<file path="src/rtl/core/dwt_pkg.sv">
package dwt_pkg;

  // fixed widths of the data path
  localparam int SAMPLE_W  = 16;
  localparam int TAP_W     = 16;
  localparam int HI_W      = TAP_W + 1;
  localparam int OUT_W     = 17;
  localparam int FRAC_W    = 15;
  localparam int NTAPS     = 6;
  localparam int LANE_W    = $clog2(NTAPS);
  localparam int CFG_IDX_W = $clog2(NTAPS);

  // products and sums, sized so that nothing can overflow
  localparam int PROD_W = SAMPLE_W + TAP_W;
  localparam int PSUM_W = PROD_W + 1;
  localparam int ACC_W  = PROD_W + 2;

  // sequence handling
  localparam int MAX_LEN  = 65536;
  localparam int CNT_W    = $clog2(MAX_LEN);
  localparam int MIN_LEN  = 5;
  localparam int HEAD_IDX = 3;

  localparam int ROUND_BIAS = 2 ** (FRAC_W - 1);
  localparam int OUT_MAX_V  = 2 ** (OUT_W - 1) - 1;
  localparam int OUT_MIN_V  = -(2 ** (OUT_W - 1));

  // db3 low-pass taps, Q1.15
  localparam logic signed [TAP_W-1:0] TAP_RESET [NTAPS] = '{
    16'sd10901, 16'sd26440, 16'sd15069, -16'sd4424, -16'sd2800, 16'sd1154
  };

  // which window cells feed the six lanes of one coefficient pair
  typedef enum logic [3:0] {
    PAT_ZERO,
    PAT_HEAD0,
    PAT_HEAD1,
    PAT_FULL,
    PAT_E1,
    PAT_E2,
    PAT_O0,
    PAT_O1,
    PAT_O2
  } pat_t;

  typedef struct packed {
    pat_t pat;
    logic fin;
    logic short_seq;
  } job_t;

  typedef struct packed {
    logic valid;
    job_t job;
  } issue_t;

endpackage

</file>
<file path="src/rtl/core/dwt_cell.sv">
module dwt_cell
  import dwt_pkg::*;
(
  input  logic                       clk,
  input  logic                       rst_n,
  input  logic                       shift_en,
  input  logic signed [SAMPLE_W-1:0] sample_in,
  output logic signed [SAMPLE_W-1:0] sample_q,
  input  logic                       tap_we,
  input  logic signed [TAP_W-1:0]    tap_wdata,
  input  logic signed [TAP_W-1:0]    tap_rst_val,
  output logic signed [TAP_W-1:0]    tap_q,
  input  logic signed [TAP_W-1:0]    mirror_tap,
  input  logic                       negate_hi,
  input  logic                       pipe_en,
  input  logic signed [SAMPLE_W-1:0] operand,
  output logic signed [PROD_W-1:0]   prod_lo,
  output logic signed [PROD_W-1:0]   prod_hi
);

  logic signed [SAMPLE_W-1:0] sample_r;
  logic signed [TAP_W-1:0]    tap_r;
  logic signed [PROD_W-1:0]   prod_lo_r;
  logic signed [PROD_W-1:0]   prod_hi_r;
  logic signed [HI_W-1:0]     hi_tap;
  logic signed [PROD_W-1:0]   op_ext;
  logic signed [PROD_W-1:0]   lo_ext;
  logic signed [PROD_W-1:0]   hi_ext;

  // high-pass tap is the mirrored low-pass tap, negated on odd lanes
  assign hi_tap = negate_hi ? -HI_W'(mirror_tap) : HI_W'(mirror_tap);
  assign op_ext = PROD_W'(operand);
  assign lo_ext = PROD_W'(tap_r);
  assign hi_ext = PROD_W'(hi_tap);

  always_ff @(posedge clk) begin
    if (!rst_n) begin
      sample_r <= '0;
      tap_r    <= tap_rst_val;
    end else begin
      if (shift_en) begin
        sample_r <= sample_in;
      end
      if (tap_we) begin
        tap_r <= tap_wdata;
      end
    end
  end

  always_ff @(posedge clk) begin
    if (pipe_en) begin
      prod_lo_r <= op_ext * lo_ext;
      prod_hi_r <= op_ext * hi_ext;
    end
  end

  assign sample_q = sample_r;
  assign tap_q    = tap_r;
  assign prod_lo  = prod_lo_r;
  assign prod_hi  = prod_hi_r;

endmodule

</file>
<file path="config.mk">
export PLATFORM = sky130hd
export DESIGN_NAME = dwt_cell
export DESIGN_NICKNAME = d
export VERILOG_FILES = /design/src/rtl/core/dwt_pkg.sv /design/src/rtl/core/dwt_cell.sv
export SDC_FILE = /design/constraint.sdc
export NUM_CORES = 2
export LEC_CHECK = 0
export BUFFER_PORTS_ARGS = -buffer_cell sky130_fd_sc_hd__buf_2
export CAP_MARGIN = 20
export CORE_ASPECT_RATIO = 0.5
export CORE_MARGIN = 2
export CORE_UTILIZATION = 50
export DETAILED_ROUTE_END_ITERATION = 16
export PLACE_DENSITY = 0.64
export SLEW_MARGIN = 0
export SYNTH_ARGS = -nofsm -noshare
export SYNTH_HDL_FRONTEND = slang
export SYNTH_SLANG_ARGS = --single-unit
</file>
<file path="constraint.sdc">
create_clock -name clk -period 18 [get_ports clk]
set_input_delay 1.8 -clock clk [delete_from_list [all_inputs] [get_ports clk]]
set_output_delay 1.8 -clock clk [all_outputs]
set_load 0.05 [all_outputs]
</file>
Yosys cells after proc, flatten, opt, wreduce, memory -nomap -nowiden
Cells that the tools add are included.

Add/subtract/negate cells: 1. $mul: 2. Div/mod/pow operators: 0. Magnitude comparators: 0. Equal/unequal tests: 1. Shift-type cells: 0. Mux-type cells: 3. Bitwise logic cells: 0. Reductions and logical operators: 0.

Operators with widths (number): $mul A16 B16 Y32 (1); $mul A16 B17 Y32 (1); $mux W16 (2); $mux W17 (1); $neg A16 Y17 (1); $ne A2 B1 Y1 const B (1).

Register bits: 96. Latch bits: 0. Memory bits (writable): 0. ROM bits: 0. Bits of input ports: 86. Memories kept: 0.

Longest topological paths before layout
Depth after elaboration: 3. Depth in mapped cells: 31. Depth with buffers taken out: 29.

Least setup slack after synthesis
OpenSTA, ideal clock, no wires.

Kind: input-to-reg. Start point: input port mirror_tap[5]. End point: register prod_hi_r[30] (netlist: prod_hi[30]) (data pin). Library setup time: 0.262 ns. Data arrival time: 8.785 ns. Required time: 17.738 ns. Path slack: 8.953 ns. Stages on the path: 26. Path through: or4_1 -> or3_1 -> or4_4 -> o21ai_2 -> xnor2_1 -> clkbuf_1 -> nand2_1 -> fa_1 -> inv_1 -> fa_1 -> fa_1 -> fa_1 -> fa_1 -> inv_1 -> fa_1 -> inv_1 -> ha_1 -> a21o_1 -> a21oi_1 -> o21bai_1 -> a2111o_1 -> nand2_1 -> o41ai_1 -> a211oi_1 -> a21oi_1 -> xor2_1.

Word-level cells in the longest chain between the ends: 3.

RTL lines: start, declared (RTL line dwt_cell.sv:13) `input logic signed [TAP_W-1:0] mirror_tap,`; $neg A16 Y17 (RTL line dwt_cell.sv:31) `assign hi_tap = negate_hi ? -HI_W'(mirror_tap) : HI_W'(mirror_tap);`; $mux W17 (*) (RTL line dwt_cell.sv:31); $mul A16 B17 Y32 (*) (RTL line dwt_cell.sv:53) `prod_hi_r <= op_ext * hi_ext;`; end signal, assigned (RTL line dwt_cell.sv:53); end, declared (RTL line dwt_cell.sv:24) `logic signed [PROD_W-1:0] prod_hi_r;`.

Mark *: on every way between the ends. The rest lies on a longest branch, timed or not. A chain may end at the register's enable or synchronous reset.

Final worst setup path
Start point: input port mirror_tap[5]. End point: register prod_hi_r[29] (netlist: prod_hi[29]) (data pin).

Same word-level chain as after synthesis.

==> flow_metrics.tcl <==
set metrics [dict create \
    coreArea_mm2 0.0457 \
    finClkSkew_ps 9.06 \
    die_h_um 157 \
    dp_hpwl_um 40200 \
    setup_ws_ps 8240 \
    grt_first_pass_wirelength_um 85400 \
    dieArea_mm2 0.0486 \
    critPathMaxStageDelay_ps 700 \
    outcome "finished clean" \
    port_buffers 181 \
    synth-main-ff-cell "edfxtp_1" \
    antenna_found_initial 7 \
    rows 55 \
    crit_type "primary input to flop" \
    rsz0062_at_grt "no" \
    fp.dieW_um 310 \
    hp-class "flop to flop" \
    worst_pin_slew_ps 1070 \
    yosysSeqAreaShare_pct 11.6 \
    areaGrowthSynthToFinish_pct 7.67 \
    relSlewSlack_pct 27.4 \
    worstSetupEndpointType "flop" \
    cts_max_level 3 \
    timing.fmax_mhz 102 \
    path_clk_slew_ps 70 \
    start_util_pct 51.2 \
    fin_cells 3164 \
    cts_buffers 9 \
    grt.overflow.total 0 \
    ios 182 \
    critPathBufInv 5 \
    arrival_ps 9910 \
    dp_slack_ps 7930 \
    ant_nets 0 \
    syn_inst 2411 \
    crit_slowest_cell "o21ai_0" \
    hold_buffers 0 \
    fin_crit_sh_pct 54.2 \
    start_kind "primary input" \
    ys_ff_latch 96 \
    cp.required_ps 18140 \
    synth_edf_count 80 \
    firstDrtPassIters 5 \
    grt_use_total_pct 22.4 \
    cp_top_family "adder cells" \
    insertion_delay_ps 390 \
    via_count 16040 \
    mostFrequentLayoutCell "inv_1" \
    finalNetCount 3309 \
    cap_violations 0 \
    post_cts_buffers 0 \
    avgRoutedWirePerCell_um 16.0 \
    cts_resized 0 \
    cts_root_buf "clkbuf_16" \
    dp_cells 3142 \
    yosysWarnings 0 \
    nFillCells 4163 \
    synthArstFlopShare_pct 0 \
    drc 0 \
    setup_viol 0 \
    vias_per_cell 5.07 \
    clk_path_buf_depth 2 \
    cp_common_cell "fa_1" \
    avgSynthCellArea_um2 9.70 \
    grt_pass1_vias 16828 \
    layout_common_cells "inv_1 (610), fa_1 (532), nand2_1 (310)" \
    layout_min_cycle_time_ps 9760 \
    gp_congestion 0.841 \
    hold_violations 0 \
    grt_max_degree 65 \
    drive_above_1_share_pct 9.96 \
    worst-path-max-fanout 16 \
    synth_fp_nets 3194 \
    drtIter0Drc 914 \
    wirelength_um 50600 \
    drv_slew 0 \
    synth_cell_types 62 \
    setup_tns_ps 0 \
    cts_sinks 96 \
    synthesis.area_mm2 0.0234 \
    cts_tree "built" \
]
==> tightest hold or removal path: cells and delay by family, from the launching register on <==
| kind | cells | cell delay (ps) |
|---|---|---|
| AND/OR/NAND/NOR | 1 | 90 |
| multiplexers | 1 | 70 |
| flip-flops | 1 | 320 |
==> logic make-up after synthesis <==
logic type,share of synthesized area (%)
compound gates,4.27
flops,11.6
buf+inv,11.2
fa+ha+maj,54.3
xor+xnor,3.26
simple gates,13.7
mux,1.51
==> through the flow <==
step	hold slack [ps]	area, um2	util, %
6_report	519	25200	55.1
2_1_floorplan	744	23400	-
3_5_place_dp	502	24900	54.5
3_3_place_gp	492	24900	54.5
5_1_grt	555	25200	55.1
4_1_cts	522	25200	55.1
==> final timing paths <==
check	startpoint	end	slack (ps)	depth (start not counted)
worst max-delay path	mirror_tap[5]	prod_hi[29]$_DFFE_PP_	8240	25
worst min-delay path	sample_q[12]$_SDFFE_PN0P_	sample_q[12]$_SDFFE_PN0P_	520	2
worst max register to register	tap_q[1]$_DFFE_PP_	prod_lo[31]$_DFFE_PP_	10900	20
worst min register to register	sample_q[12]$_SDFFE_PN0P_	sample_q[12]$_SDFFE_PN0P_	520	2
==> Yosys cell counts, types with 3 or more instances <==
library cell / count / area share (%)
nand2b_1: 22 / 0.59
o31ai_1: 6 / 0.19
and3_1: 3 / 0.080
edfxtp_1: 80 / 10
inv_1: 610 / 9.8
xor2_1: 11 / 0.41
mux2_2: 16 / 0.77
ha_1: 165 / 8.8
a21o_2: 3 / 0.11
o21a_1: 8 / 0.26
dfxtp_1: 16 / 1.4
and2_1: 218 / 5.8
o21bai_1: 9 / 0.29
nor2_1: 43 / 0.69
fa_1: 532 / 46
clkbuf_1: 85 / 1.4
or4_1: 3 / 0.096
or3_1: 4 / 0.11
nand3_1: 6 / 0.13
a211oi_1: 9 / 0.29
o41ai_1: 3 / 0.11
o211ai_1: 3 / 0.096
xnor2_1: 76 / 2.8
mux2i_1: 16 / 0.68
nand2_1: 310 / 5.0
nor2b_1: 24 / 0.64
o21ai_0: 28 / 0.60
a21o_1: 16 / 0.51
a21oi_1: 38 / 0.81
o21ai_2: 5 / 0.19
nor3_1: 6 / 0.13
==> routing by layer <==
metal / vias up / global-route usage (%) / share of wire, %
met5: - / 0 / 0
met4: 0 / 4.65 / 1.8
met3: 44 / 3.92 / 6.5
met2: 449 / 35.6 / 47
met1: 8226 / 32.6 / 45
li1: 7321 / - / -
==> registers in the layout, summed over array words and instances, names as in the netlist <==
register	count
sample_q	16
tap_q	16
prod_lo	32
prod_hi	32
==> final cells by class <==
| cell class | instances | area [um2] | area share (%) |
|---|---|---|---|
| Multi-Input combinational cell | 1616 | 18100 | 71.8 |
| Sequential cell | 96 | 2720 | 10.8 |
| Inverter | 610 | 2290 | 9.09 |
| Timing Repair Buffer | 193 | 998 | 3.96 |
| Tap cell | 627 | 785 | 3.11 |
| Clock buffer | 9 | 225 | 0.894 |
| Clock inverter | 6 | 61.3 | 0.243 |
| Antenna cell | 7 | 17.5 | 0.0695 |
Power is left out: the tool's default activity adds up to more than one toggle a clock period on the data nets, which glitch-free logic cannot reach.
