--- src/rtl/core/dwt_pkg.sv ---
package dwt_pkg;

  // fixed widths of the data path
  localparam int SAMPLE_W  = 16;
  localparam int TAP_W     = 16;
  localparam int HI_W      = TAP_W + 1;
  localparam int OUT_W     = 17;
  localparam int FRAC_W    = 15;
  localparam int NTAPS     = 6;
  localparam int LANE_W    = $clog2(NTAPS);
  localparam int CFG_IDX_W = $clog2(NTAPS);

  // products and sums, sized so that nothing can overflow
  localparam int PROD_W = SAMPLE_W + TAP_W;
  localparam int PSUM_W = PROD_W + 1;
  localparam int ACC_W  = PROD_W + 2;

  // sequence handling
  localparam int MAX_LEN  = 65536;
  localparam int CNT_W    = $clog2(MAX_LEN);
  localparam int MIN_LEN  = 5;
  localparam int HEAD_IDX = 3;

  localparam int ROUND_BIAS = 2 ** (FRAC_W - 1);
  localparam int OUT_MAX_V  = 2 ** (OUT_W - 1) - 1;
  localparam int OUT_MIN_V  = -(2 ** (OUT_W - 1));

  // db3 low-pass taps, Q1.15
  localparam logic signed [TAP_W-1:0] TAP_RESET [NTAPS] = '{
    16'sd10901, 16'sd26440, 16'sd15069, -16'sd4424, -16'sd2800, 16'sd1154
  };

  // which window cells feed the six lanes of one coefficient pair
  typedef enum logic [3:0] {
    PAT_ZERO,
    PAT_HEAD0,
    PAT_HEAD1,
    PAT_FULL,
    PAT_E1,
    PAT_E2,
    PAT_O0,
    PAT_O1,
    PAT_O2
  } pat_t;

  typedef struct packed {
    pat_t pat;
    logic fin;
    logic short_seq;
  } job_t;

  typedef struct packed {
    logic valid;
    job_t job;
  } issue_t;

endpackage

--- src/rtl/core/dwt_ctrl.sv ---
module dwt_ctrl
  import dwt_pkg::*;
(
  input  logic   clk,
  input  logic   rst_n,
  input  logic   in_valid,
  input  logic   in_last,
  output logic   in_stall,
  output logic   shift_en,
  input  logic   pipe_en,
  output issue_t issue
);

  logic [CNT_W-1:0] cnt_r;
  logic [CNT_W-1:0] cnt_nxt;
  job_t             jobs_r [3];
  job_t             jobs_nxt [3];
  logic [1:0]       jcnt_r;
  logic [1:0]       jcnt_nxt;
  job_t             nj [3];
  logic [1:0]       nj_cnt;
  logic             accept;
  logic             issue_go;
  logic             eff_last;

  assign in_stall = !(pipe_en && (jcnt_r <= 2'd1));
  assign accept   = in_valid && !in_stall;
  assign shift_en = accept;
  assign issue_go = pipe_en && (jcnt_r != 2'd0);
  assign eff_last = in_last || (cnt_r == CNT_W'(MAX_LEN - 1));

  // pairs caused by the word now at the input
  always_comb begin
    nj[0]  = '{pat: PAT_ZERO, fin: 1'b0, short_seq: 1'b0};
    nj[1]  = '{pat: PAT_ZERO, fin: 1'b0, short_seq: 1'b0};
    nj[2]  = '{pat: PAT_ZERO, fin: 1'b0, short_seq: 1'b0};
    nj_cnt = 2'd0;
    priority if (eff_last && (cnt_r < CNT_W'(MIN_LEN - 1))) begin
      nj[0]  = '{pat: PAT_ZERO, fin: 1'b1, short_seq: 1'b1};
      nj_cnt = 2'd1;
    end else if (eff_last && cnt_r[0]) begin
      nj[0]  = '{pat: PAT_FULL, fin: 1'b0, short_seq: 1'b0};
      nj[1]  = '{pat: PAT_E1, fin: 1'b0, short_seq: 1'b0};
      nj[2]  = '{pat: PAT_E2, fin: 1'b1, short_seq: 1'b0};
      nj_cnt = 2'd3;
    end else if (eff_last) begin
      nj[0]  = '{pat: PAT_O0, fin: 1'b0, short_seq: 1'b0};
      nj[1]  = '{pat: PAT_O1, fin: 1'b0, short_seq: 1'b0};
      nj[2]  = '{pat: PAT_O2, fin: 1'b1, short_seq: 1'b0};
      nj_cnt = 2'd3;
    end else if (cnt_r == CNT_W'(HEAD_IDX)) begin
      nj[0]  = '{pat: PAT_HEAD0, fin: 1'b0, short_seq: 1'b0};
      nj[1]  = '{pat: PAT_HEAD1, fin: 1'b0, short_seq: 1'b0};
      nj_cnt = 2'd2;
    end else if (cnt_r[0] && (cnt_r > CNT_W'(HEAD_IDX))) begin
      nj[0]  = '{pat: PAT_FULL, fin: 1'b0, short_seq: 1'b0};
      nj_cnt = 2'd1;
    end
  end

  // job queue: shift on issue, reload on accept (queue is empty by then)
  always_comb begin
    jobs_nxt = jobs_r;
    jcnt_nxt = jcnt_r;
    cnt_nxt  = cnt_r;
    if (issue_go) begin
      jobs_nxt[0] = jobs_r[1];
      jobs_nxt[1] = jobs_r[2];
      jcnt_nxt    = jcnt_r - 2'd1;
    end
    if (accept) begin
      jobs_nxt = nj;
      jcnt_nxt = nj_cnt;
      cnt_nxt  = eff_last ? '0 : cnt_r + CNT_W'(1);
    end
  end

  always_ff @(posedge clk) begin
    if (!rst_n) begin
      cnt_r  <= '0;
      jcnt_r <= 2'd0;
    end else begin
      cnt_r  <= cnt_nxt;
      jcnt_r <= jcnt_nxt;
    end
  end

  always_ff @(posedge clk) begin
    jobs_r <= jobs_nxt;
  end

  assign issue.valid = issue_go;
  assign issue.job   = jobs_r[0];

endmodule

--- config.mk ---
export PLATFORM = sky130hd
export DESIGN_NAME = dwt_ctrl
export DESIGN_NICKNAME = d
export VERILOG_FILES = /design/src/rtl/core/dwt_pkg.sv /design/src/rtl/core/dwt_ctrl.sv
export SDC_FILE = /design/constraint.sdc
export NUM_CORES = 1
export LEC_CHECK = 0
export BUFFER_PORTS_ARGS = -buffer_cell sky130_fd_sc_hd__buf_2
export CORE_UTILIZATION = 45
export DETAILED_ROUTE_END_ITERATION = 10
export PLACE_DENSITY = 0.66
export SYNTH_ARGS = -nofsm -noshare
export SYNTH_HDL_FRONTEND = slang
export SYNTH_SLANG_ARGS = --single-unit
--- constraint.sdc ---
create_clock -name clk -period 1.72 [get_ports clk]
set_input_delay 0.344 -clock clk [delete_from_list [all_inputs] [get_ports clk]]
set_output_delay 0.344 -clock clk [all_outputs]
set_load 0.1 [all_outputs]
Yosys cells after proc, flatten, opt, wreduce, memory -nomap -nowiden --
Index checks and enable logic that the tools add are counted.
Cells by class: reductions and logical operators 11, add/sub/neg operators 2, muxes and demuxes 18, $lt $le $gt $ge 3, equality and inequality tests 2
Operators with widths (number):
- two-way mux 12 bit | 2
- two-way mux 18 bit | 1
- two-way mux 17 bit | 1
- adder 16 x 1 -> 16 bit, second input constant | 1
- equality test 16 bit, second input constant | 1
- equality test 16 x 2 -> 1 bit, second input constant | 1
- > comparator 16 x 2 -> 1 bit, second input constant | 1
- less-than comparator 16 x 3 -> 1 bit, second input constant | 1
- two-way mux 16 bit | 1
- two-way mux 2 bit | 6
- two-way mux 4 bit | 3
- two-way mux 6 bit | 2
- two-way mux 11 bit | 1
- logical AND 1 bit | 6
- nonzero test 2 bit | 2
- less-or-equal comparator 2 x 1 -> 1 bit, second input constant | 1
- OR reduction 2 bit | 1
- subtractor 2 x 1 -> 2 bit, second input constant | 1
- zero test 1 bit | 1
- logical OR 1 bit | 1
- two-way mux 1 bit | 1
Word-level totals: bits of input ports 5, output and inout port bits 9, logic and storage cells 48, flip-flop bits (word level) 36

Logic depth before layout (Yosys ltp) --
depth in word-level cells 8, mapped depth 8

Least setup slack after synthesis --
No wires, ideal clock.
path kind flip-flop to flip-flop, start register jcnt_r[1], end register jobs_r, in the netlist issue[0] (enable), setup slack -0.976 ns, cell stages (with the launch flop) 8, arrival time 2.377 ns, setup time 0.320 ns, clock period less this slack 2.696 ns, cell sequence dfxtp_1 > inv_1 > ha_1 > nand2b_1 > nand2_1 > inv_1 > clkbuf_1 > or2_2
Between the ends: word-level cells in the longest chain between the ends 4, elaborated cells on any way between the ends 6, classes of those cells 1 x order compare; 5 x reduce/logical
RTL lines:
- start, declared | RTL line dwt_ctrl.sv:18 | logic [1:0] jcnt_r;
- start signal, assigned | RTL line dwt_ctrl.sv:84 | jcnt_r <= jcnt_nxt;
- less-or-equal comparator 2 x 1 -> 1 bit | RTL line dwt_ctrl.sv:26 | assign in_stall = !(pipe_en && (jcnt_r <= 2'd1));
- logical AND 1 bit | RTL line dwt_ctrl.sv:26
- logical AND 1 bit | RTL line dwt_ctrl.sv:27 | assign accept = in_valid && !in_stall;
- via shift_en | RTL line dwt_ctrl.sv:9 | output logic shift_en,
- nonzero test 2 bit (no line)
- end signal, assigned | RTL line dwt_ctrl.sv:89 | jobs_r <= jobs_nxt;
- end, declared | RTL line dwt_ctrl.sv:16 | job_t jobs_r [3];
The timed path passes the listed nets, and every way through them passes these cells. A chain may end at the register's enable or synchronous reset.

==> run_results.csv <==
group,metric,value,unit
sta,drv_slew,0,
sta,max_freq,0.592,GHz
grt,grt_usage,0.192,
final_layout,fin_area,2180,sq um
final_layout,final_nets,214,
synthesis,syn_area,1660,sq um
routing,firstDrtPassIters,4,
grt,grt_overflow,0,
power,p_int,1430,uW
critical_path,cp_slowest_cell,"dfxtp_4",
synthesis,syn_inst,173,
routing,vias,1438,
clock_tree,clock_sinks,32,
critical_path,arrival,1.34,ns
final_layout,fillers,290,
synthesis,synth_top_cell_by_area,"edfxtp_1",
critical_path,critPathKind,"reg2out",
place,io_buffers,13,
synthesis,synth_area_leaders,"edfxtp_1 (25%), dfxtp_1 (22%), nand2_1 (4.5%), buf_4 (3.2%), a21oi_1 (2.7%)",
power,p_leak,0.000814,uW
synthesis,synth_top_area_frac,0.253,
clock_tree,clk_pin_slew,0.07,ns
critical_path,end_kind,"primary output",
power,p_per_area,940,nW/um^2
critical_path,critPathRequiredTime,1.38,ns
grt,grt_max_degree,15,
sta,finalCriticalPeriod,1.69,ns
synthesis,ys_async_sr_fraction,0,
power,combPwrFrac,0.230,
power,p_sw,629,uW
place,place.gp.congestion,0.809,
run_status,outcome,"complete, no violations",
sta,relSlewSlack,0.678,
floorplanning,die_area,3940,sq um
critical_path,cp.buffers_inverters,3,
routing,wire_per_inst,14.6,microns
hold_path,hp-class,"in2reg",
synthesis,synth-seq-cells,32,
critical_path,worst-path-max-fanout,4,
power,pwr-share-seq,0.423,
clock_tree,cts_root_buf,"clkbuf_8",
routing,drc,0,
grt,grt_pass1_wl,5.82,mm
grt,antenna_found_initial,0,
place,dp_slack,-0.0423,ns
sta,fin_crit_sh,0.981,
critical_path,crit_chain,"inv_2, ha_1, nor2b_1, buf_4, buf_12",
routing,vias_per_cell,5.68,
synthesis,synth_common_cells,"nand2_1 (20), dfxtp_1 (18), edfxtp_1 (14)",
routing,drt-total-wl,3.69,mm
place,placed_area,1920,sq um
sta,tightestPinTransition,0.486,ns
critical_path,critPathLaunchType,"flop",
clock_tree,tritoncts,"built",
synthesis,synth.distinct_cells,41,
grt,grt_pass1_vias,1304,
synthesis,yosys.cell_count.top_type,"nand2_1",
power,power,2050,uW
floorplanning,placeableCoreArea,3440,sq um
power,ir_drop,661,uV
routing,ant_nets,0,
synthesis,synthFlopType,"dfxtp_1",
power,clkPwrFrac,0.348,
floorplanning,initial_core_util,0.483,
sta,hold_viol,0,
sta,skew,0.00583,ns
final_layout,antenna_cells,0,
critical_path,path_delay_family,"buffers and inverters",
synthesis,avgSynthCellArea,9.61,sq um
synthesis,synth_edf_count,14,
synthesis,synth_seq_area_share,0.470,
floorplanning,placementRows,21,
sta,setup-tns-final,0,ns
clock_tree,cts-buffers-inserted,5,
power,p_sw_frac,0.306,
clock_tree,clock_path_buffers,2,
final_layout,syn_to_final_growth,31.4,%
synthesis,syn_nets,181,
floorplanning,dieWidth,62.8,microns
floorplanning,boundaryPins,14,
sta,setup_viol,0,
place,hpwl,2.56,mm
clock_tree,clk_latency,0.29,ns
routing,drt_iter0_drc,53,
floorplanning,fp.dieH,62.8,microns
run,drv_cap,0,
final_layout,drive_gt1_frac,0.377,
critical_path,max_stage_delay,0.37,ns
clock_tree,cts_htree_levels,2,
synthesis,yosys_warnings,0,
sta,worst_slack,0.0321,ns
[metrics by stage]
stage	std cells	util	hold slack, ns
3_3_place_gp	240	0.557	0.497
4_1_cts	250	0.602	0.258
5_1_grt	253	0.635	0.251
2_1_floorplan	173	-	0.452
6_report	253	0.635	0.242
3_5_place_dp	240	0.557	0.506
[worst paths after layout]
| path | startpoint | to | slack, ns | depth (start not counted) |
|---|---|---|---|---|
| hold / removal | in_last | cnt_r[12] | 0.24 | 2 |
| setup / recovery | jcnt_r[0] | issue[6] | 0.03 | 5 |
| hold reg to reg | cnt_r[14] | cnt_r[14] | 0.50 | 2 |
| setup reg to reg | cnt_r[1] | cnt_r[10] | 0.05 | 6 |
[cell families after synthesis]
| kind of cell | after synthesis | share of synthesized area |
|---|---|---|
| multiplexers | 1 | 0.00602 |
| flip-flops | 32 | 0.470 |
| AND/OR/NAND/NOR | 79 | 0.273 |
| XOR/XNOR | 5 | 0.0263 |
| buffers and inverters | 20 | 0.0662 |
| AO/OA/AOI/OAI | 33 | 0.136 |
| adder cells (fa/ha/maj) | 3 | 0.0226 |
[area by class of cell]
| class | instances | area, sq um | share of cell area |
|---|---|---|---|
| Clock buffer | 6 | 72.6 | 0.0332 |
| Clock inverter | 2 | 35.0 | 0.0160 |
| Inverter | 8 | 32.5 | 0.0149 |
| Multi-Input combinational cell | 121 | 877 | 0.401 |
| Sequential cell | 32 | 792 | 0.363 |
| Tap cell | 46 | 57.6 | 0.0263 |
| Timing Repair Buffer | 38 | 318 | 0.145 |
[worst register-to-register path, stage by stage (launching register included)]
cell and delay, ns:
dfxtp_2 0.36, ha_4 0.16, nand4_4 0.12, o41a_1 0.50
o21ai_2 0.21, buf_12 0.15, a21oi_1 0.05
[per-layer routing]
metal | vias up | wire length (microns) | track usage | part of all wire
li1 | 703 | - | - | -
met1 | 687 | 1670 | 0.247 | 0.45
met2 | 39 | 1760 | 0.303 | 0.48
met3 | 9 | 203 | 0.0456 | 0.055
met4 | 0 | 70 | 0.0872 | 0.019
met5 | - | 0 | 0 | 0
[cells in the final DEF, fill, tap and decap left out, types with 2 or more instances in the layout]
cell / count
and2_1: 7
nor2b_1: 2
nand4b_1: 3
inv_1: 5
o21ai_0: 8
dfxtp_1: 11
buf_2: 10
nand2_2: 2
nand2_1: 17
clkbuf_8: 5
ha_4: 2
edfxtp_1: 14
nand4_1: 4
nor4_1: 4
o31ai_1: 4
buf_4: 22
a21oi_2: 2
nand4_4: 2
nor4_2: 2
or4_1: 3
nand3_1: 5
a31oi_1: 4
xnor2_1: 5
nor2_1: 8
dfxtp_2: 6
buf_6: 2
nor3_1: 3
inv_2: 2
buf_12: 4
or3_1: 5
a21oi_1: 7
[power groups by stage]
stage	clock [uW]	combinational [uW]	sequential [uW]
2_1_floorplan	0	352	876
3_3_place_gp	0	432	877
3_5_place_dp	0	435	880
4_1_cts	732	459	864
5_1_grt	750	495	872
6_report	714	472	868
[flip-flops by register name, indices dropped and copies added (netlist names)]
name	cells
jcnt_r	2
cnt_r	16
jobs_r	8
issue	6
[what timing repair did]
action / in CTS / in global routing
hold buffers: 0 / 0
pin swaps: 3 / 8
cloned: 0 / 0
buffers inserted: 2 / 3
gates resized for setup: 12 / 22
setup endpoints to repair: 17 / 26
Note: power is estimated with default switching activity, not from simulation.
