==> config.mk <==
export PLATFORM = sky130hd
export DESIGN_NAME = dwt_acc
export DESIGN_NICKNAME = d
export VERILOG_FILES = /design/src/rtl/core/dwt_pkg.sv /design/src/rtl/core/dwt_acc.sv
export SDC_FILE = /design/constraint.sdc
export NUM_CORES = 1
export LEC_CHECK = 0
export BUFFER_PORTS_ARGS = -buffer_cell sky130_fd_sc_hd__buf_2
export CAP_MARGIN = 15
export CELL_PAD_IN_SITES_DETAIL_PLACEMENT = 2
export CELL_PAD_IN_SITES_GLOBAL_PLACEMENT = 2
export CORE_MARGIN = 2
export CORE_UTILIZATION = 30
export CTS_BUF_LIST = sky130_fd_sc_hd__clkbuf_8
export DETAILED_ROUTE_END_ITERATION = 10
export PLACE_DENSITY_LB_ADDON = 0.1
export SETUP_SLACK_MARGIN = 0.1
export SYNTH_ARGS = -nofsm -noshare
export SYNTH_HDL_FRONTEND = slang
export SYNTH_SLANG_ARGS = --single-unit
==> constraint.sdc <==
create_clock -name clk -period 23.9 [get_ports clk]
set_input_delay 2.39 -clock clk [delete_from_list [all_inputs] [get_ports clk]]
set_output_delay 2.39 -clock clk [all_outputs]
set_load 0.05 [all_outputs]
==> src/rtl/core/dwt_pkg.sv <==
package dwt_pkg;

  // fixed widths of the data path
  localparam int SAMPLE_W  = 16;
  localparam int TAP_W     = 16;
  localparam int HI_W      = TAP_W + 1;
  localparam int OUT_W     = 17;
  localparam int FRAC_W    = 15;
  localparam int NTAPS     = 6;
  localparam int LANE_W    = $clog2(NTAPS);
  localparam int CFG_IDX_W = $clog2(NTAPS);

  // products and sums, sized so that nothing can overflow
  localparam int PROD_W = SAMPLE_W + TAP_W;
  localparam int PSUM_W = PROD_W + 1;
  localparam int ACC_W  = PROD_W + 2;

  // sequence handling
  localparam int MAX_LEN  = 65536;
  localparam int CNT_W    = $clog2(MAX_LEN);
  localparam int MIN_LEN  = 5;
  localparam int HEAD_IDX = 3;

  localparam int ROUND_BIAS = 2 ** (FRAC_W - 1);
  localparam int OUT_MAX_V  = 2 ** (OUT_W - 1) - 1;
  localparam int OUT_MIN_V  = -(2 ** (OUT_W - 1));

  // db3 low-pass taps, Q1.15
  localparam logic signed [TAP_W-1:0] TAP_RESET [NTAPS] = '{
    16'sd10901, 16'sd26440, 16'sd15069, -16'sd4424, -16'sd2800, 16'sd1154
  };

  // which window cells feed the six lanes of one coefficient pair
  typedef enum logic [3:0] {
    PAT_ZERO,
    PAT_HEAD0,
    PAT_HEAD1,
    PAT_FULL,
    PAT_E1,
    PAT_E2,
    PAT_O0,
    PAT_O1,
    PAT_O2
  } pat_t;

  typedef struct packed {
    pat_t pat;
    logic fin;
    logic short_seq;
  } job_t;

  typedef struct packed {
    logic valid;
    job_t job;
  } issue_t;

endpackage

==> src/rtl/core/dwt_acc.sv <==
module dwt_acc
  import dwt_pkg::*;
(
  input  logic                     clk,
  input  logic                     rst_n,
  input  issue_t                   issue,
  input  logic signed [PROD_W-1:0] prod_lo [NTAPS],
  input  logic signed [PROD_W-1:0] prod_hi [NTAPS],
  output logic                     pipe_en,
  output logic                     out_valid,
  input  logic                     out_stall,
  output logic signed [OUT_W-1:0]  out_approx,
  output logic signed [OUT_W-1:0]  out_detail,
  output logic                     out_final_res,
  output logic                     out_too_short
);

  localparam int Q_W = ACC_W + 1 - FRAC_W;
  localparam logic signed [Q_W-1:0] Q_MAX = Q_W'(OUT_MAX_V);
  localparam logic signed [Q_W-1:0] Q_MIN = Q_W'(OUT_MIN_V);

  logic                     v1_r, v2_r, v3_r, out_valid_r;
  logic                     fin1_r, fin2_r, fin3_r, fin_out_r;
  logic                     sh1_r, sh2_r, sh3_r, sh_out_r;
  logic signed [PSUM_W-1:0] psum_lo_r [3];
  logic signed [PSUM_W-1:0] psum_hi_r [3];
  logic signed [ACC_W-1:0]  acc_lo_r;
  logic signed [ACC_W-1:0]  acc_hi_r;
  logic signed [OUT_W-1:0]  approx_r;
  logic signed [OUT_W-1:0]  detail_r;

  // add half an lsb, floor, clamp
  function automatic logic signed [OUT_W-1:0] round_sat(input logic signed [ACC_W-1:0] acc);
    logic signed [ACC_W:0] biased;
    logic signed [Q_W-1:0] q;
    biased = (ACC_W + 1)'(acc) + (ACC_W + 1)'(ROUND_BIAS);
    q      = Q_W'(biased >>> FRAC_W);
    if (q > Q_MAX) begin
      q = Q_MAX;
    end else if (q < Q_MIN) begin
      q = Q_MIN;
    end
    return OUT_W'(q);
  endfunction

  assign pipe_en = !(out_valid_r && out_stall);

  always_ff @(posedge clk) begin
    if (!rst_n) begin
      v1_r        <= 1'b0;
      v2_r        <= 1'b0;
      v3_r        <= 1'b0;
      out_valid_r <= 1'b0;
    end else if (pipe_en) begin
      v1_r        <= issue.valid;
      v2_r        <= v1_r;
      v3_r        <= v2_r;
      out_valid_r <= v3_r;
    end
  end

  always_ff @(posedge clk) begin
    if (pipe_en) begin
      fin1_r <= issue.job.fin;
      sh1_r  <= issue.job.short_seq;
      for (int i = 0; i < 3; i++) begin
        psum_lo_r[i] <= PSUM_W'(prod_lo[2*i]) + PSUM_W'(prod_lo[2*i+1]);
        psum_hi_r[i] <= PSUM_W'(prod_hi[2*i]) + PSUM_W'(prod_hi[2*i+1]);
      end
      fin2_r    <= fin1_r;
      sh2_r     <= sh1_r;
      acc_lo_r  <= ACC_W'(psum_lo_r[0]) + ACC_W'(psum_lo_r[1]) + ACC_W'(psum_lo_r[2]);
      acc_hi_r  <= ACC_W'(psum_hi_r[0]) + ACC_W'(psum_hi_r[1]) + ACC_W'(psum_hi_r[2]);
      fin3_r    <= fin2_r;
      sh3_r     <= sh2_r;
      approx_r  <= round_sat(acc_lo_r);
      detail_r  <= round_sat(acc_hi_r);
      fin_out_r <= fin3_r;
      sh_out_r  <= sh3_r;
    end
  end

  assign out_valid     = out_valid_r;
  assign out_approx    = approx_r;
  assign out_detail    = detail_r;
  assign out_final_res = fin_out_r;
  assign out_too_short = sh_out_r;

endmodule
Word level (Yosys, flattened, before mapping). Memory sizes are Yosys's and may differ from the RTL's. Index checks and enable logic that the tools add are counted.

Memories kept: 2. Logic and storage cells: 39. Input bits: 394. Bits in writable memories: 198. Register bits: 114. Output and inout bits: 38.

$add $sub $neg: 12. Muxes and demuxes: 3. Reductions and logical operators: 2. Order comparisons: 4.

Memories: psum_hi_r (words 3, width 33, read ports 3, clocked after Yosys merged registers in 0, wr ports 3, line dwt_acc.sv:26) `logic signed [PSUM_W-1:0] psum_hi_r [3];`; psum_lo_r (words 3, width 33, read ports 3, clocked after Yosys merged registers in 0, wr ports 3, line dwt_acc.sv:25) `logic signed [PSUM_W-1:0] psum_lo_r [3];`.

Operators by type and width (number): 32-bit by 32-bit adder with 33-bit output (6); 34-bit by 16-bit adder with 35-bit output, second input constant (2); 33-bit by 33-bit adder with 34-bit output (2); 34-bit by 33-bit adder with 34-bit output (2); 20-bit by 17-bit > comparator with 1-bit output, second input constant (2); 20-bit by 17-bit less-than comparator with 1-bit output, second input constant (2); 17-bit 2-to-1 mux (2); 1-bit logical AND (1); 1-bit logical NOT (1); 1-bit 2-to-1 mux (1).

Depth between registers and ports, before layout. Gate-level depths: netlist of the first run.

Depth in word-level cells: 3. Depth in mapped cells: 13. Gate-level depth less buffers: 13.

Least setup slack after synthesis of the first run. Ideal clock, no wire load.

Path kind: input port to output port. Start: input port out_stall. End: output port pipe_en. Stages on the path: 1. Setup slack: 12.885 ns. Arrival time: 8.625 ns. Cells stage by stage: nand2_1.

Cells in the longest elaborated chain, start to end: 2.

RTL lines: start: declaration (line dwt_acc.sv:11) `input logic out_stall,`; 1-bit logical AND (line dwt_acc.sv:46) `assign pipe_en = !(out_valid_r && out_stall);`; 1-bit logical NOT (line dwt_acc.sv:46); end: declaration (line dwt_acc.sv:9) `output logic pipe_en,`.

No other way between the ends.

Final worst setup path of the first run. Same ends and word-level chain as after synthesis.

==> flow_summary_export.csv, run 1 <==
group,metric,value,unit
power,vdd_ir_drop_max,42.46,µV
clocking,cts_setup_buffers,0,
setup_path,required,21510,ps
setup_path,rrSetupSlack,20280,ps
global_routing,grt.overflow.total,0,
layout,multiInputGateArea,13710,µm²
clocking,numCtsBuffers,57,
floorplan,die_w,279.6,µm
synth,synth-seq-cells,284,
sta,fin_crit_sh,23.37,%
sta,final_max_slew_viol_count,0,
setup_path,critPathCaptureType,"primary output",
synth,syn_area_per_cell,10.49,µm²
global_routing,grt_max_degree,133,
placement,dpl.cell_count,3555,
route,vias,18650,
setup_path,reg2reg_to,"acc_lo_r[28]",
route,firstDrtPassIters,4,
power,p_leak,12.10,nW
sta,min_period,5586,ps
sta,skew,29.42,ps
placement,place_ws,18040,ps
placement,io_buffer_count,427,
placement,post-dp-hpwl,62570,µm
synth,synthFlopType,"edfxtp_1",
placement,gp_congestion,0.8849,
synth,yosysSeqAreaShare,37.25,%
clocking,cts_hold_buf,0,
route,avgViaCountPerCell,5.093,
synth,syn_inst,2173,
clocking,root_buffer,"clkbuf_8",
route,wirelength,74530,µm
sta,fmax,179.0,MHz
layout,layout_commonest_cell,"buf_2",
sta,setup_slack,18310,ps
sta,tns,0,ps
placement,place_area,26100,µm²
sta,max_slew_margin,34.01,%
floorplan,num_rows,101,
route,wire_per_inst,20.36,µm
layout,fin_nets,3358,
clocking,cts_resized,0,
layout,drive_gt1_share,20.59,%
power,p_per_area,96.75,nW/µm²
run,drv_cap,0,
clocking,clkSinkCount,284,
layout,fin_util,35.94,%
setup_path,critPathLaunch,"out_stall",
sta,setup_viol,0,
setup_path,worstSetupPathType,"in2out",
clocking,cts_max_level,2,
layout,fillers,8311,
setup_path,reg2reg_depth,13,
global_routing,antenna_found_initial,5,
layout,final-seq-area,8488,µm²
global_routing,grt_pass1_wl,116500,µm
layout,syn2layout_area_growth,19.19,%
layout,fin_area,27160,µm²
setup_path,worstPathArrival,3200,ps
floorplan,io_pins,432,
route,drcViolationCount,0,
synth,syn_nets,2895,
setup_path,cp_max_fo,26,
synth,synth-edff-count,280,
route,drtIter0Drc,639,
sta,worstMarginPinSlew,986.1,ps
synth,async_flop_share,0,%
floorplan,initial_utilization,30.15,%
sta,hold_viol_final,0,
route,ant_nets,0,
clocking,clk_pin_slew_worst_paths,50,ps
run_status,status,"complete, no violations",
setup_path,startpoint_type,"input port",
sta,rsz0062_at_grt,"no",
synth,yosysWarningCount,0,
layout,final_cell_mix,"buf_2 (427), edfxtp_1 (280), ha_1 (258)",
setup_path,reg2reg_from,"psum_lo_r[0][6]",
floorplan,chipHeight,279.6,µm
setup_path,crit_end,"pipe_en",
clocking,clock_path_buffers,3,
clocking,clk-insertion-delay-late,650,ps
global_routing,grt_usage,18.95,%
synth,netlist_area,22790,µm²
layout,finalNonFillerCells,3661,
clocking,cts_tree,"built",
synth,synth_cell_types,82,
global_routing,grt_pass1_vias,21140,
floorplan,die_area,78180,µm²
floorplan,coreArea,75570,µm²
hold_path,hp-class,"reg2reg",
-- power breakdown --
part / switching, mW / leakage [nW] / internal [mW]
logic: 0.763 / 8.54 / 0.517
clock network: 0.229 / 0.594 / 0.253
registers: 0.0893 / 2.97 / 0.775
total: 1.08 / 12.1 / 1.55
-- stage by stage --
| step | power [mW] | hold WS, ps |
|---|---|---|
| 2_1_floorplan | 1.784 | 400.3 |
| 3_3_place_gp | 2.117 | 404.6 |
| 3_5_place_dp | 2.172 | 411.7 |
| 4_1_cts | 2.680 | 421.0 |
| 5_1_grt | 2.847 | 438.8 |
| 6_report | 2.628 | 421.7 |
-- per-layer routing --
metal  track usage (%)  share of wire, %  vias up  wire length [µm]
li1                  -                 -     9043                 -
met1             22.34                42     9152             31430
met2             35.43                51      339             38270
met3             2.852               3.9      107              2876
met4             5.238               2.6        4              1933
met5                 0             0.028        -                21
-- cell usage after synthesis (16+ instances only) --
cell type	n	share of area, %
or3_1	16	0.44
nand2b_1	26	0.71
ha_1	258	14
a21o_1	120	4.0
clkbuf_1	26	0.43
o21ai_0	108	2.4
nand4_1	31	0.85
inv_1	132	2.2
nor2_1	112	1.8
a21oi_1	198	4.3
nor3_1	25	0.55
edfxtp_1	280	37
xor2_1	82	3.2
and3_1	41	1.1
nand3_1	40	0.88
a31oi_1	17	0.47
xnor2_1	154	5.9
nor2b_1	23	0.63
a211oi_1	20	0.66
nand2_1	125	2.1
o21a_1	34	1.1
o21bai_1	32	1.1
fa_1	70	6.1
o21ai_1	21	0.46
-- kinds of logic after synthesis --
| logic type | Yosys count | share of synthesized area, % |
|---|---|---|
| flip-flops | 284 | 37.25 |
| AO/OA/AOI/OAI | 689 | 20.38 |
| multiplexers | 2 | 0.08786 |
| AND/OR/NAND/NOR | 475 | 10.27 |
| buffers and inverters | 159 | 2.625 |
| adder cells (fa/ha/maj) | 328 | 20.32 |
| XOR/XNOR | 236 | 9.071 |
-- flip-flops by register name, summed over array words and instances (netlist names), 17 cells and up --
register    count
acc_lo_r       20
psum_lo_r      99
out_approx     17
out_detail     17
psum_hi_r      99
acc_hi_r       20
-- worst min-delay path by stage --
stage | depth (start not counted) | end | from | slack [ps]
after floorplan | 0 | fin2_r | fin1_r | 400
after global placement | 0 | sh3_r | sh2_r | 400
after detailed placement | 0 | sh2_r | sh1_r | 410
after CTS | 0 | sh3_r | sh2_r | 420
after global routing | 0 | out_final_res | fin3_r | 440
final | 0 | sh3_r | sh2_r | 420
-- final cells by class --
cell class                      count  area share (%)
Antenna cell                        2         0.01843
Clock buffer                       57           2.888
Clock inverter                     47           1.013
Inverter                          132           1.824
Multi-Input combinational cell   1730           50.47
Sequential cell                   284           31.25
Tap cell                          978           4.505
Timing Repair Buffer              431           8.025
-- critical path: stages --
cell and delay [ps]:
buf_2 140, nand2_4 300, buf_2 340
No activity file was read; power rests on OpenSTA's default activity.
==> inputs of run 2 (changes only) <==
clock period = 5.9 ns   (was 23.9 ns; I/O delays follow)
==> run 2 against run 1 <==
Clock skew increased by 24 ps. First-iteration DRC count increased by 10%. Global-route usage decreased by 0.27 points. Clock-buffer cell count unchanged. Sequential power increased to 4.1 times the previous value. Sequential share of layout area about the same. Core utilization about the same. Non-clock buffer count decreased by 1. Cell area decreased by 0.11%. Clock power increased to 3.9 times the previous value. Wire length decreased by 1.2%. Final cell count about the same. Highest routed layer is now met4.
==> flow_summary_export.csv, run 2 (synthesized netlist as in run 1, its figures left out) <==
group,metric,value,unit
route,drcViolationCount,0,
setup_path,worstSetupPathType,"reg2reg",
floorplan,io_pins,432,
layout,multiInputGateArea,13720,µm²
floorplan,die_area,78180,µm²
sta,setup_viol,0,
layout,fillers,8383,
sta,tns,0,ps
sta,fmax,271.7,MHz
global_routing,grt_use_met1,22.02,%
clocking,cts_resized,0,
setup_path,slowest_delay,530,ps
layout,fin_nets,3357,
hold_path,holdPathEnd,"fin1_r",
clocking,cts_hold_buf,0,
global_routing,grt_pass1_vias,20950,
hold_path,hold_depth,1,
floorplan,num_rows,101,
clocking,numCtsBuffers,57,
route,vias,18550,
global_routing,met2_usage,35.21,%
clocking,clk_pin_slew_worst_paths,60,ps
clocking,cts_max_level,2,
clocking,clk-insertion-delay-late,660,ps
layout,drive_gt1_share,20.54,%
clocking,cts_tree,"built",
layout,final_cell_mix,"buf_2 (427), edfxtp_1 (280), ha_1 (258)",
floorplan,initial_utilization,30.15,%
global_routing,grt_max_degree,129,
route,drtIter0Drc,704,
global_routing,met3_usage,2.852,%
floorplan,chipHeight,279.6,µm
global_routing,grt_usage,18.68,%
clocking,root_buffer,"clkbuf_8",
layout,final-seq-area,8488,µm²
global_routing,grt-busiest-layer,"met2",
setup_path,cp_slowest_cell,"fa_1",
route,wirelength,73670,µm
clocking,clock_path_buffers,3,
hold_path,hp-start,"issue[1]",
global_routing,grt.overflow.total,0,
placement,gp_congestion,0.9105,
hold_path,hp-class,"in2reg",
global_routing,antenna_found_initial,4,
sta,hold_viol_final,0,
run_status,status,"complete, no violations",
setup_path,worstPathArrival,4040,ps
setup_path,startpoint_type,"flop",
setup_path,cp_max_fo,3,
floorplan,coreArea,75570,µm²
setup_path,required,6260,ps
sta,skew,53.74,ps
power,p_leak,12.08,nW
floorplan,die_w,279.6,µm
run,drv_cap,0,
setup_path,worstPathCellList,"inv_1 > fa_1 > inv_1 > ha_1 > and4b_1 > a221oi_1 > or3_1 > nand3_1 > nand3b_1 > a2111o_1 > a31oi_1 > nor2_1 > xnor2_1",
placement,io_buffer_count,427,
layout,layout_commonest_cell,"buf_2",
clocking,cts_setup_buffers,0,
power,p_per_area,389.0,nW/µm²
sta,final_max_slew_viol_count,0,
sta,min_period,3681,ps
power,vdd_ir_drop_max,159.6,µV
layout,fin_area,27130,µm²
placement,post-dp-hpwl,61670,µm
setup_path,cp_common_cell,"inv_1",
layout,syn2layout_area_growth,19.06,%
setup_path,reg2reg_depth,13,
layout,reg_top3,"psum_hi_r (99), psum_lo_r (99)",
route,firstDrtPassIters,4,
route,ant_nets,0,
clocking,clkSinkCount,284,
placement,place_area,26100,µm²
sta,fin_crit_sh,62.38,%
sta,max_slew_margin,32.58,%
setup_path,critPathCaptureType,"flop",
setup_path,rrSetupSlack,2220,ps
setup_path,reg2reg_from,"psum_hi_r[0][3]",
sta,rsz0062_at_grt,"no",
route,avgViaCountPerCell,5.063,
global_routing,grt_pass1_wl,115000,µm
sta,worstMarginPinSlew,1005,ps
route,wire_per_inst,20.11,µm
setup_path,reg2reg_to,"acc_hi_r[32]",
run 2: cell count changes in the layout (fill, tap and decap cells not counted), sizes merged:
cell,change
clkinv,+3
inv,+3
bufinv,-2
buf,-1
clkinvlp,-1
diode,+1
run 2: stage by stage:
| step | instances | setup slack [ps] | power [mW] | util, % | hold WS, ps |
|---|---|---|---|---|---|
| floorplan | 2173 | 1045 | 7.223 | - | 400.3 |
| global placement | 3554 | 2023 | 8.560 | 34.53 | 403.5 |
| detailed placement | 3554 | 1923 | 8.793 | 34.53 | 410.1 |
| CTS | 3661 | 2177 | 10.78 | 35.89 | 13.31 |
| global route | 3664 | 2029 | 11.46 | 35.90 | 36.28 |
| finish | 3664 | 2219 | 10.55 | 35.90 | 103.0 |
run 2: area by class of cell:
type / count / share of cell area [%]
Antenna cell: 3 / 0.02767
Tap cell: 978 / 4.510
Inverter: 132 / 1.826
Multi-Input combinational cell: 1730 / 50.56
Clock inverter: 50 / 0.8901
Timing Repair Buffer: 430 / 8.006
Clock buffer: 57 / 2.892
Sequential cell: 284 / 31.29
run 2: layer usage:
| metal | wire, µm | vias up |
|---|---|---|
| met3 | 2991 | 89 |
| met2 | 38210 | 325 |
| met1 | 31030 | 9089 |
| li1 | - | 9047 |
| met4 | 1439 | 0 |
| met5 | 0 | - |
run 2: how the worst max path moves through the flow:
stage | start | to | cells after the start
global placement | prod_lo[128] | psum_lo_r[0][28] | 12
CTS | psum_hi_r[0][4] | acc_hi_r[32] | 13
floorplan | out_valid | acc_hi_r[14] | 1
detailed placement | prod_lo[128] | psum_lo_r[0][28] | 12
finish | psum_hi_r[0][3] | acc_hi_r[32] | 13
global route | psum_hi_r[0][4] | acc_hi_r[32] | 13
run 2: power by group:
group / switching [mW] / internal (mW) / total (mW)
combinational: 3.08 / 2.09 / 5.17
sequential: 0.367 / 3.14 / 3.51
clock: 0.931 / 0.945 / 1.88
total: 4.38 / 6.17 / 10.6
run 2: worst max-delay path, delay by kind of cell (launching register included):
kind	cells	cell delay (ps)
buffers and inverters	2	110
and+or+nand+nor	5	1110
xor gates and xnor gates	1	130
AOI/OAI and AO/OA	3	880
DFF	1	350
adders and majority gates	2	820
